**src/fnds_pkg.sv**
```systemverilog
// Package for the fractional-N divider search block.
// Holds shared widths, parameter defaults, reset values and the sequencer state type.
// No dependencies.
`default_nettype none
package fnds_pkg;
	localparam int TARGET_W = 23;
	localparam int REF_W = 18;
	localparam int WORD_W = 12;
	localparam int N_W = 8;
	localparam int NUM_W = 27;
	localparam int DIV_W = 32;
	localparam int DVS_W = REF_W + 1;
	localparam int ERR_W = REF_W - 1;

	localparam int MOD_MAX_DEF = 4095;
	localparam int VCO_FLOOR_DEF = 3000000;
	localparam int REF_DIVIDER_DEF = 2;
	localparam logic [REF_W-1:0] REF_RESET = REF_W'(60000);
	localparam logic [N_W-1:0] N_SAT = '1;

	typedef enum logic [3:0] {
		ST_IDLE,
		ST_DBL,
		ST_NGO,
		ST_NWAIT,
		ST_MUL,
		ST_FGO,
		ST_FWAIT,
		ST_SGO,
		ST_SWAIT,
		ST_OUT
	} state_t;
endpackage
`default_nettype wire

```
**src/fnds_div.sv**
```systemverilog
// Shared restoring divider, one quotient bit per cycle.
// Depends on fnds_pkg for widths.
`default_nettype none
module fnds_div (
	input  wire logic                       clk,
	input  wire logic                       arst_n,
	input  wire logic                       start,
	input  wire logic [fnds_pkg::DIV_W-1:0] dividend,
	input  wire logic [fnds_pkg::DVS_W-1:0] divisor,
	output logic      [fnds_pkg::DIV_W-1:0] quotient,
	output logic      [fnds_pkg::DVS_W-1:0] remainder,
	output logic                            done
);
	localparam int CNT_W = $clog2(fnds_pkg::DIV_W);

	logic [fnds_pkg::DIV_W-1:0] quo_q;
	logic [fnds_pkg::DVS_W-1:0] rem_q;
	logic [fnds_pkg::DVS_W-1:0] dvs_q;
	logic [CNT_W-1:0]           cnt_q;
	logic                       busy_q;
	logic                       done_q;
	logic [fnds_pkg::DVS_W:0]   shifted;
	logic [fnds_pkg::DVS_W:0]   diff;
	logic                       fits;

	always_comb begin
		shifted = {rem_q, quo_q[fnds_pkg::DIV_W-1]};
		diff = shifted - {1'b0, dvs_q};
		fits = shifted >= {1'b0, dvs_q};
	end

	always_ff @(posedge clk or negedge arst_n) begin
		if (!arst_n) begin
			busy_q <= 1'b0;
			done_q <= 1'b0;
			cnt_q <= '0;
		end else begin
			done_q <= 1'b0;
			if (start) begin
				busy_q <= 1'b1;
				cnt_q <= '0;
			end else if (busy_q) begin
				cnt_q <= cnt_q + 1'b1;
				if (cnt_q == CNT_W'(fnds_pkg::DIV_W - 1)) begin
					busy_q <= 1'b0;
					done_q <= 1'b1;
				end
			end
		end
	end

	always_ff @(posedge clk) begin
		if (start) begin
			quo_q <= dividend;
			rem_q <= '0;
			dvs_q <= divisor;
		end else if (busy_q) begin
			quo_q <= {quo_q[fnds_pkg::DIV_W-2:0], fits};
			rem_q <= fits ? diff[fnds_pkg::DVS_W-1:0] : shifted[fnds_pkg::DVS_W-1:0];
		end
	end

	assign quotient = quo_q;
	assign remainder = rem_q;
	assign done = done_q;
endmodule
`default_nettype wire

```
**src/fnds_search.sv**
```systemverilog
// Modulus search: walks M downward one candidate per cycle, tracking the rounded
// fraction incrementally and keeping the best error. Depends on fnds_pkg.
`default_nettype none
module fnds_search #(
	parameter int MOD_MAX = fnds_pkg::MOD_MAX_DEF
) (
	input  wire logic                        clk,
	input  wire logic                        arst_n,
	input  wire logic                        start,
	input  wire logic [fnds_pkg::REF_W-1:0]  rem_r,
	input  wire logic [fnds_pkg::REF_W-1:0]  ref_khz,
	input  wire logic [fnds_pkg::WORD_W-1:0] f_init,
	input  wire logic [fnds_pkg::DVS_W-1:0]  t_init,
	output logic      [fnds_pkg::WORD_W-1:0] best_f,
	output logic      [fnds_pkg::WORD_W-1:0] best_m,
	output logic                             done
);
	localparam int TW = fnds_pkg::DVS_W;
	localparam int PW = fnds_pkg::ERR_W + fnds_pkg::WORD_W;

	// t tracks 2*r*m + ref - 2*f*ref and stays in [0, 2*ref).
	logic [TW-1:0]                 t_q;
	logic [fnds_pkg::WORD_W-1:0]   m_q;
	logic [fnds_pkg::WORD_W-1:0]   f_q;
	logic [fnds_pkg::ERR_W-1:0]    best_e_q;
	logic [fnds_pkg::WORD_W-1:0]   best_f_q;
	logic [fnds_pkg::WORD_W-1:0]   best_m_q;
	logic                          have_q;
	logic                          busy_q;
	logic                          done_q;
	logic [TW:0]                   dev;
	logic [TW:0]                   dev_abs;
	logic [fnds_pkg::ERR_W-1:0]    err;
	logic [PW-1:0]                 lhs;
	logic [PW-1:0]                 rhs;
	logic                          take;
	logic                          last;
	logic [TW:0]                   t_step;
	logic [TW:0]                   t_next;

	always_comb begin
		dev = {1'b0, t_q} - {2'b0, ref_khz};
		dev_abs = dev[TW] ? (~dev + 1'b1) : dev;
		err = dev_abs[fnds_pkg::ERR_W:1];
		lhs = PW'(err) * PW'(best_m_q);
		rhs = PW'(best_e_q) * PW'(m_q);
		take = !have_q || (lhs <= rhs);
		last = (err == '0) || (m_q == fnds_pkg::WORD_W'(2));
		t_step = {1'b0, t_q} - {1'b0, rem_r, 1'b0};
		t_next = t_step[TW] ? (t_step + {1'b0, ref_khz, 1'b0}) : t_step;
	end

	always_ff @(posedge clk or negedge arst_n) begin
		if (!arst_n) begin
			busy_q <= 1'b0;
			done_q <= 1'b0;
			have_q <= 1'b0;
		end else begin
			done_q <= 1'b0;
			if (start) begin
				busy_q <= 1'b1;
				have_q <= 1'b0;
			end else if (busy_q) begin
				have_q <= 1'b1;
				if (last) begin
					busy_q <= 1'b0;
					done_q <= 1'b1;
				end
			end
		end
	end

	always_ff @(posedge clk) begin
		if (start) begin
			t_q <= t_init;
			f_q <= f_init;
			m_q <= fnds_pkg::WORD_W'(MOD_MAX);
		end else if (busy_q) begin
			if (take) begin
				best_e_q <= err;
				best_f_q <= f_q;
				best_m_q <= m_q;
			end
			t_q <= t_next[TW-1:0];
			f_q <= t_step[TW] ? (f_q - 1'b1) : f_q;
			m_q <= m_q - 1'b1;
		end
	end

	assign best_f = best_f_q;
	assign best_m = best_m_q;
	assign done = done_q;
endmodule
`default_nettype wire

```
**src/frac_n_divider_search.sv**
```systemverilog
// Top level of the fractional-N divider search: sequencer, shared divider and search unit.
// Depends on fnds_pkg, fnds_div and fnds_search.
`default_nettype none
// One target is taken at a time; in_ready is low until its result is registered.
// An item goes through the doubling state until the target reaches the VCO floor,
// a divider pass for N, one multiply, a divider pass for the starting fraction,
// then the modulus walk, one modulus per cycle (at most MOD_MAX - 1 moduli tried).
// An exact hit ends the walk early. A zero reference skips the arithmetic: the
// sequencer goes from idle straight to the output state, and the result is
// registered there once the output register is free. The result stays on the
// output register until taken, and the next target may be accepted meanwhile.
module frac_n_divider_search #(
	parameter int MOD_MAX = fnds_pkg::MOD_MAX_DEF,
	parameter int VCO_FLOOR_KHZ = fnds_pkg::VCO_FLOOR_DEF,
	parameter int REF_DIVIDER = fnds_pkg::REF_DIVIDER_DEF
) (
	input  wire logic                          clk,
	input  wire logic                          arst_n,
	input  wire logic                          cfg_we,
	input  wire logic [fnds_pkg::REF_W-1:0]    ref_clock_khz,
	input  wire logic                          in_valid,
	output logic                               in_ready,
	input  wire logic [fnds_pkg::TARGET_W-1:0] target_khz,
	output logic                               out_valid,
	input  wire logic                          out_ready,
	output logic      [fnds_pkg::WORD_W-1:0]   f_word,
	output logic      [fnds_pkg::WORD_W-1:0]   m_word,
	output logic      [fnds_pkg::N_W-1:0]      n_word,
	output logic                               n_overflow
);
	localparam int PRD_W = fnds_pkg::REF_W + fnds_pkg::WORD_W;

	fnds_pkg::state_t state_q, state_d;

	logic [fnds_pkg::REF_W-1:0]    ref_q;
	logic [fnds_pkg::TARGET_W-1:0] vco_q;
	logic [fnds_pkg::REF_W-1:0]    r_q;
	logic [PRD_W-1:0]              prod_q;
	logic [fnds_pkg::N_W-1:0]      n_q;
	logic                          ovf_q;
	logic                          zero_ref_q;
	logic                          out_valid_q;
	logic [fnds_pkg::WORD_W-1:0]   f_out_q;
	logic [fnds_pkg::WORD_W-1:0]   m_out_q;
	logic [fnds_pkg::N_W-1:0]      n_out_q;
	logic                          ovf_out_q;

	logic                          div_start;
	logic [fnds_pkg::DIV_W-1:0]    div_dividend;
	logic [fnds_pkg::DVS_W-1:0]    div_divisor;
	logic [fnds_pkg::DIV_W-1:0]    div_quo;
	logic [fnds_pkg::DVS_W-1:0]    div_rem;
	logic                          div_done;
	logic                          srch_start;
	logic [fnds_pkg::WORD_W-1:0]   srch_f;
	logic [fnds_pkg::WORD_W-1:0]   srch_m;
	logic                          srch_done;
	logic                          accept;
	logic                          need_dbl;
	logic                          out_free;
	logic [fnds_pkg::NUM_W-1:0]    num;

	assign accept = in_valid && in_ready;
	assign out_free = !out_valid_q || out_ready;
	assign need_dbl = (vco_q != '0) && (32'(vco_q) < 32'(VCO_FLOOR_KHZ));
	assign num = fnds_pkg::NUM_W'(vco_q) * fnds_pkg::NUM_W'(REF_DIVIDER);

	always_comb begin
		state_d = state_q;
		case (state_q)
			fnds_pkg::ST_IDLE: begin
				if (accept) begin
					state_d = (ref_q == '0) ? fnds_pkg::ST_OUT : fnds_pkg::ST_DBL;
				end
			end
			fnds_pkg::ST_DBL: begin
				if (!need_dbl) begin
					state_d = fnds_pkg::ST_NGO;
				end
			end
			fnds_pkg::ST_NGO: state_d = fnds_pkg::ST_NWAIT;
			fnds_pkg::ST_NWAIT: begin
				if (div_done) begin
					state_d = fnds_pkg::ST_MUL;
				end
			end
			fnds_pkg::ST_MUL: state_d = fnds_pkg::ST_FGO;
			fnds_pkg::ST_FGO: state_d = fnds_pkg::ST_FWAIT;
			fnds_pkg::ST_FWAIT: begin
				if (div_done) begin
					state_d = fnds_pkg::ST_SGO;
				end
			end
			fnds_pkg::ST_SGO: state_d = fnds_pkg::ST_SWAIT;
			fnds_pkg::ST_SWAIT: begin
				if (srch_done) begin
					state_d = fnds_pkg::ST_OUT;
				end
			end
			fnds_pkg::ST_OUT: begin
				if (out_free) begin
					state_d = fnds_pkg::ST_IDLE;
				end
			end
			default: state_d = fnds_pkg::ST_IDLE;
		endcase
	end

	always_comb begin
		in_ready = 1'b0;
		div_start = 1'b0;
		srch_start = 1'b0;
		div_dividend = fnds_pkg::DIV_W'(num);
		div_divisor = {1'b0, ref_q};
		case (state_q)
			fnds_pkg::ST_IDLE: in_ready = 1'b1;
			fnds_pkg::ST_NGO: div_start = 1'b1;
			fnds_pkg::ST_FGO: begin
				div_start = 1'b1;
				div_dividend = {prod_q, 1'b0} + fnds_pkg::DIV_W'(ref_q);
				div_divisor = {ref_q, 1'b0};
			end
			fnds_pkg::ST_SGO: srch_start = 1'b1;
			default: begin
			end
		endcase
	end

	always_ff @(posedge clk or negedge arst_n) begin
		if (!arst_n) begin
			state_q <= fnds_pkg::ST_IDLE;
			ref_q <= fnds_pkg::REF_RESET;
			out_valid_q <= 1'b0;
		end else begin
			state_q <= state_d;
			if (cfg_we) begin
				ref_q <= ref_clock_khz;
			end
			if (state_q == fnds_pkg::ST_OUT && out_free) begin
				out_valid_q <= 1'b1;
			end else if (out_ready) begin
				out_valid_q <= 1'b0;
			end
		end
	end

	always_ff @(posedge clk) begin
		if (accept) begin
			vco_q <= target_khz;
			zero_ref_q <= (ref_q == '0);
		end else if (state_q == fnds_pkg::ST_DBL && need_dbl) begin
			vco_q <= {vco_q[fnds_pkg::TARGET_W-2:0], 1'b0};
		end
		if (state_q == fnds_pkg::ST_NWAIT && div_done) begin
			r_q <= div_rem[fnds_pkg::REF_W-1:0];
			ovf_q <= div_quo[fnds_pkg::DIV_W-1:fnds_pkg::N_W] != '0;
			n_q <= div_quo[fnds_pkg::N_W-1:0];
		end
		if (state_q == fnds_pkg::ST_MUL) begin
			prod_q <= PRD_W'(r_q) * PRD_W'(MOD_MAX);
		end
		if (state_q == fnds_pkg::ST_OUT && out_free) begin
			if (zero_ref_q) begin
				f_out_q <= '0;
				m_out_q <= fnds_pkg::WORD_W'(MOD_MAX);
				n_out_q <= fnds_pkg::N_SAT;
				ovf_out_q <= 1'b1;
			end else begin
				f_out_q <= srch_f;
				m_out_q <= srch_m;
				n_out_q <= ovf_q ? fnds_pkg::N_SAT : n_q;
				ovf_out_q <= ovf_q;
			end
		end
	end

	fnds_div u_div (
		.clk       (clk),
		.arst_n    (arst_n),
		.start     (div_start),
		.dividend  (div_dividend),
		.divisor   (div_divisor),
		.quotient  (div_quo),
		.remainder (div_rem),
		.done      (div_done)
	);

	fnds_search #(
		.MOD_MAX (MOD_MAX)
	) u_search (
		.clk     (clk),
		.arst_n  (arst_n),
		.start   (srch_start),
		.rem_r   (r_q),
		.ref_khz (ref_q),
		.f_init  (div_quo[fnds_pkg::WORD_W-1:0]),
		.t_init  (div_rem),
		.best_f  (srch_f),
		.best_m  (srch_m),
		.done    (srch_done)
	);

	assign out_valid = out_valid_q;
	assign f_word = f_out_q;
	assign m_word = m_out_q;
	assign n_word = n_out_q;
	assign n_overflow = ovf_out_q;
endmodule
`default_nettype wire

```
**config.mk**
```make
export PLATFORM = sky130hd
export DESIGN_NAME = frac_n_divider_search
export DESIGN_NICKNAME = d
export VERILOG_FILES = /design/src/fnds_pkg.sv /design/src/fnds_div.sv /design/src/fnds_search.sv /design/src/frac_n_divider_search.sv
export SDC_FILE = /design/constraint.sdc
export NUM_CORES = 2
export LEC_CHECK = 0
export ABC_AREA = 1
export BUFFER_PORTS_ARGS = -buffer_cell sky130_fd_sc_hd__clkbuf_2
export CORE_UTILIZATION = 25
export DETAILED_ROUTE_END_ITERATION = 16
export PLACE_DENSITY = 0.48
export SLEW_MARGIN = 40
export SYNTH_ARGS = -nofsm -noshare
export SYNTH_HDL_FRONTEND = slang
export SYNTH_HIERARCHICAL = 1
export SYNTH_SLANG_ARGS = --single-unit
```
**constraint.sdc**
```tcl
create_clock -name clk -period 13.4 [get_ports clk]
set_clock_uncertainty 0.1 [all_clocks]
set_input_delay 0.67 -clock clk [delete_from_list [all_inputs] [get_ports clk]]
set_output_delay 0.67 -clock clk [all_outputs]
set_load 0.01 [all_outputs]
```
* Yosys cells after proc, flatten, opt, wreduce, memory -nomap -nowiden *
Cells that the tools add are included.

storage, ports and cells
  ROM bits = 0
  logic and storage cells = 132
  bits of input ports = 46
  memories = 0
  latch bits = 0
  output and inout bits = 35
  memory bits (writable) = 0
  flip-flop bits (word level) = 301

operators by class
  div/mod/pow operators = 0
  $mul = 3
  bitwise operators = 2
  equality and inequality tests = 17
  order comparisons = 3
  add/sub/neg operators = 9
  mux-type cells = 43
  reduce and logical (&&, ||, !) cells = 25
  shifts and indexed selects = 0

operators by type and width
  operator                number
  $mux 32                 3
  $mux 19                 4
  $mul 17x12->29          2
  $mux 23                 2
  $pmux 4 s10             1
  $mux 12                 3
  $mux 18                 2
  $add 31x18->32          1
  $mul 18x12->30 const B  1
  $le 29x29->1            1
  $mux 4                  7
  $reduce_bool 24->1      1
  $sub 12x1->12 const B   2
  $lt 23x22->1 const B    1
  $reduce_bool 23->1      1
  $ge 20x19->1            1
  $sub 19x18->20          1
  $sub 19x19->20          1
  $add 19x19->19          1
  $mux 1                  19
  $sub 19x19->19          1
  $add 18x1->18 const B   1
  $logic_not 18->1        1
  $not 18->18             1
  other kinds (21)        43

* Longest topological paths before layout *
  depth after elaboration = 9
  mapped depth = 47
  gate-level depth less buffers = 47

* Cells and area by module *
The synthesis kept the hierarchy.

by module, submodules not included
  module                 times used  cells each  seq. area each (um^2)  area an instance (um^2)
  fnds_search            1           2671        2477.4                 20299.5
  frac_n_divider_search  1           1519        4007.6                 12525.8
  fnds_div               1           600         2087.0                 4540.6

* Worst setup path after synthesis *
No wires, ideal clock.

  path type = reg-to-reg
  from = register ref_q[0] (netlist name)
  to = register u_search/best_e_q[0] (netlist name) (enable)
  setup time = 453 ps
  data required time = 12847 ps
  path buffers = 1
  clock period less this slack = 9913 ps
  path slack = 3487 ps
  cell stages (with the launch flop) = 41
  data arrival time = 9360 ps
  path through = dfrtp_1 > ha_1 > fa_1 > ha_1 > inv_1 > nor2_2 > nand3_1 > nor2_1 > nand2_1 > nor2_2 > nand3_2 > nand2_2 > nand3_1 > nand2_1 > buf_2 > nand2_1 > fa_1 > fa_1 > [... 5 more ...] > inv_1 > ha_1 > nand4_1 > nor4_1 > nor2_1 > o21ai_0 > nand2_1 > nand2_1 > nand3_1 > nand2_1 > xor2_1 > ha_1 > nand2_1 > inv_1 > nand3_1 > nor4_1 > a31oi_1 > a21oi_1

on the way
  word-level cells in the longest chain between the ends = 8

ends and longest elaborated chain
  element                       RTL line                      text
  start: declaration            frac_n_divider_search.sv:35   logic [fnds_pkg::REF_W-1:0] ref_q;
  start signal: assignment      frac_n_divider_search.sv:132  ref_q <= fnds_pkg::REF_RESET;
  start signal: assignment      frac_n_divider_search.sv:137  ref_q <= ref_clock_khz;
  $sub 19x18->20 *              fnds_search.sv:42             dev = {1'b0, t_q} - {2'b0, ref_khz};
  $not 18->18                   fnds_search.sv:43             dev_abs = dev[TW] ? (~dev + 1'b1) : dev;
  $add 18x1->18                 fnds_search.sv:43
  $mux 18 *                     fnds_search.sv:43
  net u_search.dev_abs[14]      fnds_search.sv:32             logic [TW:0] dev_abs;
  $mul 17x12->29 *              fnds_search.sv:45             lhs = PW'(err) * PW'(best_m_q);
  $le 29x29->1 *                fnds_search.sv:47             take = !have_q || (lhs <= rhs);
  $logic_or 1x1->1 *            fnds_search.sv:47
  $reduce_and 3->1 (no line) *  n/a
  end signal: assignment        fnds_search.sv:80             best_e_q <= err;
  end: declaration              fnds_search.sv:25             logic [fnds_pkg::ERR_W-1:0] best_e_q;

The timed path passes the listed nets; every way through them passes the cells marked *.
A chain may end at the register's enable or synchronous reset.

* Worst setup path in the final report *
  from = register ref_q[15] (netlist name)
  to = register u_search.best_f_q, in the netlist u_search/best_f[0] (enable)

on the way
  word-level cells in the longest chain between the ends = 8

ends and longest elaborated chain
  element                       RTL line           text
  $sub 19x18->20 *              fnds_search.sv:42
  $not 18->18                   fnds_search.sv:43
  $add 18x1->18                 fnds_search.sv:43
  $mux 18 *                     fnds_search.sv:43
  $mul 17x12->29 *              fnds_search.sv:45
  $le 29x29->1 *                fnds_search.sv:47
  $logic_or 1x1->1 *            fnds_search.sv:47
  $reduce_and 3->1 (no line) *  n/a
  end signal: assignment        fnds_search.sv:81  best_f_q <= f_q;
  end: declaration              fnds_search.sv:26  logic [fnds_pkg::WORD_W-1:0] best_f_q;

Every way passes the cells marked *; elsewhere a longest branch is shown, timed or not.

==> results <==
- The synthesized netlist devotes ~6.5% of its cell area to compound gates.
- After floorplanning, the core was divided into 141 placement rows.
- The setup TNS after final layout is 0 ns.
- Of the total synthesized cell area, the portion taken by AND, OR, NAND and NOR gates is a little under a quarter.
- The pin count of the biggest net entering global routing is 60.
- Sequential cells were found to cover between 20% and 30% of the synthesized design area.
- The worst setup path is launched from a flip-flop.
- Of all nets on the critical path, the largest fanout is 24.
- The remaining max-slew budget at the tightest pin is between 40% and 50%.
- The number of max-cap violations is 0.
- The final HPWL from detailed placement is 95.15 mm.
- In the layout the commonest cells are sky130_fd_sc_hd__nand2_1 (1274), sky130_fd_sc_hd__inv_1 (1037), sky130_fd_sc_hd__fa_1 (416).
- The sort of element at the end of the critical path is a flip-flop.
- The number of global-route vias before repair is between 30000 and 40000.
- The critical register-to-register path startpoint is ref_q[15].
- Of the total synthesized cell area, the portion taken by full adders, half adders and majority gates is between 30% and 40%.
- The total iterations of the first detailed-routing run is 5.
- The share of the clock period used by the worst path is around 77%.
- The tightest min-delay check is of the in -> async type.
- The most used flip-flop cell after synthesis is sky130_fd_sc_hd__edfxtp_1.
- The via total after detailed routing is between 30000 and 40000.
- In this run, synthesis inferred roughly 240 flip-flops with an integrated enable.
- The flow ran to the end, and the final reports show no timing, DRC or antenna violations.
- In the post-synthesis netlist, the biggest area contributors are sky130_fd_sc_hd__fa_1 (22%), sky130_fd_sc_hd__edfxtp_1 (19%), sky130_fd_sc_hd__nand2_1 (13%).
- At the end of routability-driven placement, the weighted congestion stood at about 0.9.
- For flop-to-flop paths, the worst setup slack is between 3 and 4 ns.
- The starting DRC count in detailed routing is 1640.
- The clock buffer count from CTS is 39.
- The leftover overflow at the end of global routing is 0.
- Summed over its instances, the top area cell type makes up between 20% and 30% of the synthesized netlist area.
- The die width is 388.6 µm.
- Setup repair after global routing left no endpoint under its margin.
- The count of fill cells added during filler insertion is 16010.
- The layout overhead on the synthesized area is 10.54%.
- After clock tree synthesis, the repair step resized 0 gates.
- The synthesized netlist cell count is 4790.
- At the placement stage, the worst setup path has a slack of between 3 and 4 ns.
- On the final layout, the worst hold slack is between 0.02 and 0.03 ns.
- The arrival time of data at the critical path endpoint is approximately 10 ns.
- Each instance of the synthesized netlist takes up on average 7.801 µm².
- The count of distinct cell types in the synthesized netlist is slightly below 60.
- Clock latency on the worst-skew pair, taken at its later pin, is approximately 0.6 ns.
- The standard cell area after detailed placement is between 30000 and 40000 µm².
- The DRC violations left is 0.
- After routing the design area is approximately 41000 µm².
- The routed design could run at a clock period as short as 10.29 ns.
- After clock tree synthesis, the clock-pin slew on the worst setup and hold paths is around 0.07 ns.
- The data required time at the worst endpoint is approximately 14 ns.
- The reg-to-reg endpoint is u_search/best_f[0].
- The slew at the pin closest to its max-slew limit is roughly 0.85 ns.
- The initial antenna violation count was 6.
- The family of cells with the greatest summed delay on the critical path is adder cells.
- After Yosys synthesis, XOR and XNOR cells account for under 10% of the synthesized area.
- The tree built by TritonCTS fans out to around 300 sinks.
- The slowest stage cell on the critical path is sky130_fd_sc_hd__dfstp_2.
- The floorplan step set the die height to between 300 and 400 µm.
- The number of buffers inserted by post-CTS setup repair is 0.
- After detailed routing, the average wire length per cell comes to roughly 17 µm.
- During I/O placement, the number of pins put on the boundary was ~80.
- The number of nets still failing antenna checks after routing is 0.
- The critical setup path kind is reg -> reg.
- The total routing usage reported by global routing is 15.41%.
- The final setup violation count is 0.
- Buffers placed on the I/O ports in this run total 80.
- The number of buffers on the longest clock path is 3.
- The H-tree generated during clock tree synthesis spans 2 levels.
- The fraction of final layout cells with drive strength greater than 1 is 6.793%.
- The die outline area is ~150000 µm².
- The number of pins with negative max-slew slack in the final report is 0.
- The final worst-path setup slack is just over 3 ns.
- The number of cells on the worst reg-to-reg path is 39.
- The area of the core region is around 150000 µm².
- The most numerous cell type found on the critical path is sky130_fd_sc_hd__nand2_1.
- In the routed layout, each cell is associated on average with a via count of approximately 4.4.
- The library cell used most frequently in the layout, excluding fill and tap cells, is sky130_fd_sc_hd__nand2_1.
- The number of failing hold endpoints at the final stage came to 0.
- For this configuration, the core starts out at a cell density of 25.24%.
- Summed over all layers, the routed wires come to approximately 120 mm.
- The total area of multi-input combinational cells is ~24000 µm².
- In this design, the stage delay of the slowest critical-path cell is 0.59 ns.
- Static timing analysis puts the maximum clock frequency at a little under 100 MHz.
- The post-synthesis async set-or-reset flop share is ~11%.
- The largest family of logic cells by synthesized area is adder cells.
- Buffers inserted to repair hold after CTS numbered 0.
- Summing all flip-flop and latch instances after layout gives 8574 µm².
- When the netlist entered floorplanning its net count stood at roughly 5600.
- The area of the mapped netlist is around 37000 µm².
- The net count of the finished layout is around 5600.
- The buffer type at the clock tree root is sky130_fd_sc_hd__clkbuf_16.
- The number of warnings reported in the yosys synthesis log is 6.
- TritonCTS built the clock tree.
- The combined buffer and inverter count along the critical path is 8.
- The first-pass GRT wire length is approximately 180 mm.
- The post-synthesis mux area share is 0%.
- The flop and latch count out of synthesis is roughly 300.
- The cell taking the most area after synthesis is sky130_fd_sc_hd__fa_1.
==> synthesized netlist by cell type (31+ instances only) <==
| master | count |
|---|---|
| sky130_fd_sc_hd__nand2_2 | 33 |
| sky130_fd_sc_hd__edfxtp_1 | 237 |
| sky130_fd_sc_hd__ha_1 | 318 |
| sky130_fd_sc_hd__dfxtp_1 | 31 |
| sky130_fd_sc_hd__o21ai_0 | 171 |
| sky130_fd_sc_hd__fa_1 | 416 |
| sky130_fd_sc_hd__a21oi_1 | 177 |
| sky130_fd_sc_hd__nor2_1 | 315 |
| sky130_fd_sc_hd__nand2_1 | 1276 |
| sky130_fd_sc_hd__nand4_1 | 46 |
| sky130_fd_sc_hd__xor2_1 | 53 |
| sky130_fd_sc_hd__xnor2_1 | 59 |
| sky130_fd_sc_hd__nand3_1 | 200 |
| sky130_fd_sc_hd__nor3_1 | 32 |
| sky130_fd_sc_hd__clkbuf_1 | 68 |
| sky130_fd_sc_hd__inv_1 | 1038 |
==> cells by family (layout without fill, tap and decap cells) <==
kind of cell	after synthesis	after routing
XOR/XNOR	112	112
flip-flops	301	301
AO/OA/AOI/OAI	440	440
AND/OR/NAND/NOR	2028	2028
other	0	3
adder cells (fa/ha/maj)	734	734
buffers and inverters	1175	1243
==> worst max path at each step <==
stage,endpoint,from,cells after the start
after floorplan,u_search/best_e_q[0],ref_q[0],40
after global placement,u_search/best_f[1],ref_q[9],42
after detailed placement,u_search/best_f[2],ref_q[9],43
after CTS,u_search/best_f[9],ref_q[9],43
after global routing,u_search/best_f[0],ref_q[9],41
final,u_search/best_f[0],ref_q[15],39
==> metrics by stage <==
stage          std cells  utilization (%)
2_1_floorplan       4790                -
3_3_place_gp        6714            26.96
3_5_place_dp        6717            27.00
4_1_cts             6788            27.90
5_1_grt             6789            27.90
6_report            6791            27.91
==> area by class of cell <==
cell class | count | share of cell area [%]
multi-input combinational | 3314 | 58.94
antenna | 3 | 0.01818
tap | 1930 | 5.846
clock inverter | 16 | 0.5392
clock buffer | 55 | 2.678
timing repair buffer | 108 | 1.551
sequential | 301 | 20.76
inverter | 1064 | 9.669
==> metal layers <==
metal	track usage [%]	up-vias	part of all wire, %
met1	20.33	14493	45
met3	1.633	151	3.9
met4	5.282	2	3.6
li1	-	14827	-
met5	0	-	0.0078
met2	26.08	591	47
==> worst register-to-register path: cells and delay by family, from the launching register on <==
kind	cells	cell delay, ns
simple gates	18	3.09
flops	1	0.59
buf+inv	8	1.10
compound gates	4	1.38
xor+xnor	1	0.07
fa+ha+maj	8	3.60
==> registers in the layout, indices dropped and copies added, names as in the netlist, 12 cells and up <==
| name | flops |
|---|---|
| u_div/quotient | 32 |
| prod_q | 30 |
| vco_q | 23 |
| u_div/dvs_q | 19 |
| u_div/remainder | 19 |
| u_search/t_q | 19 |
| r_q | 18 |
| ref_q | 18 |
| u_search/best_e_q | 17 |
| f_word | 12 |
| m_word | 12 |
| u_search/best_f | 12 |
| u_search/best_m | 12 |
| u_search/f_q | 12 |
| u_search/m_q | 12 |
Power is not shown: default switching activity piles up to over one toggle a cycle in this logic, so the estimate is an artifact.
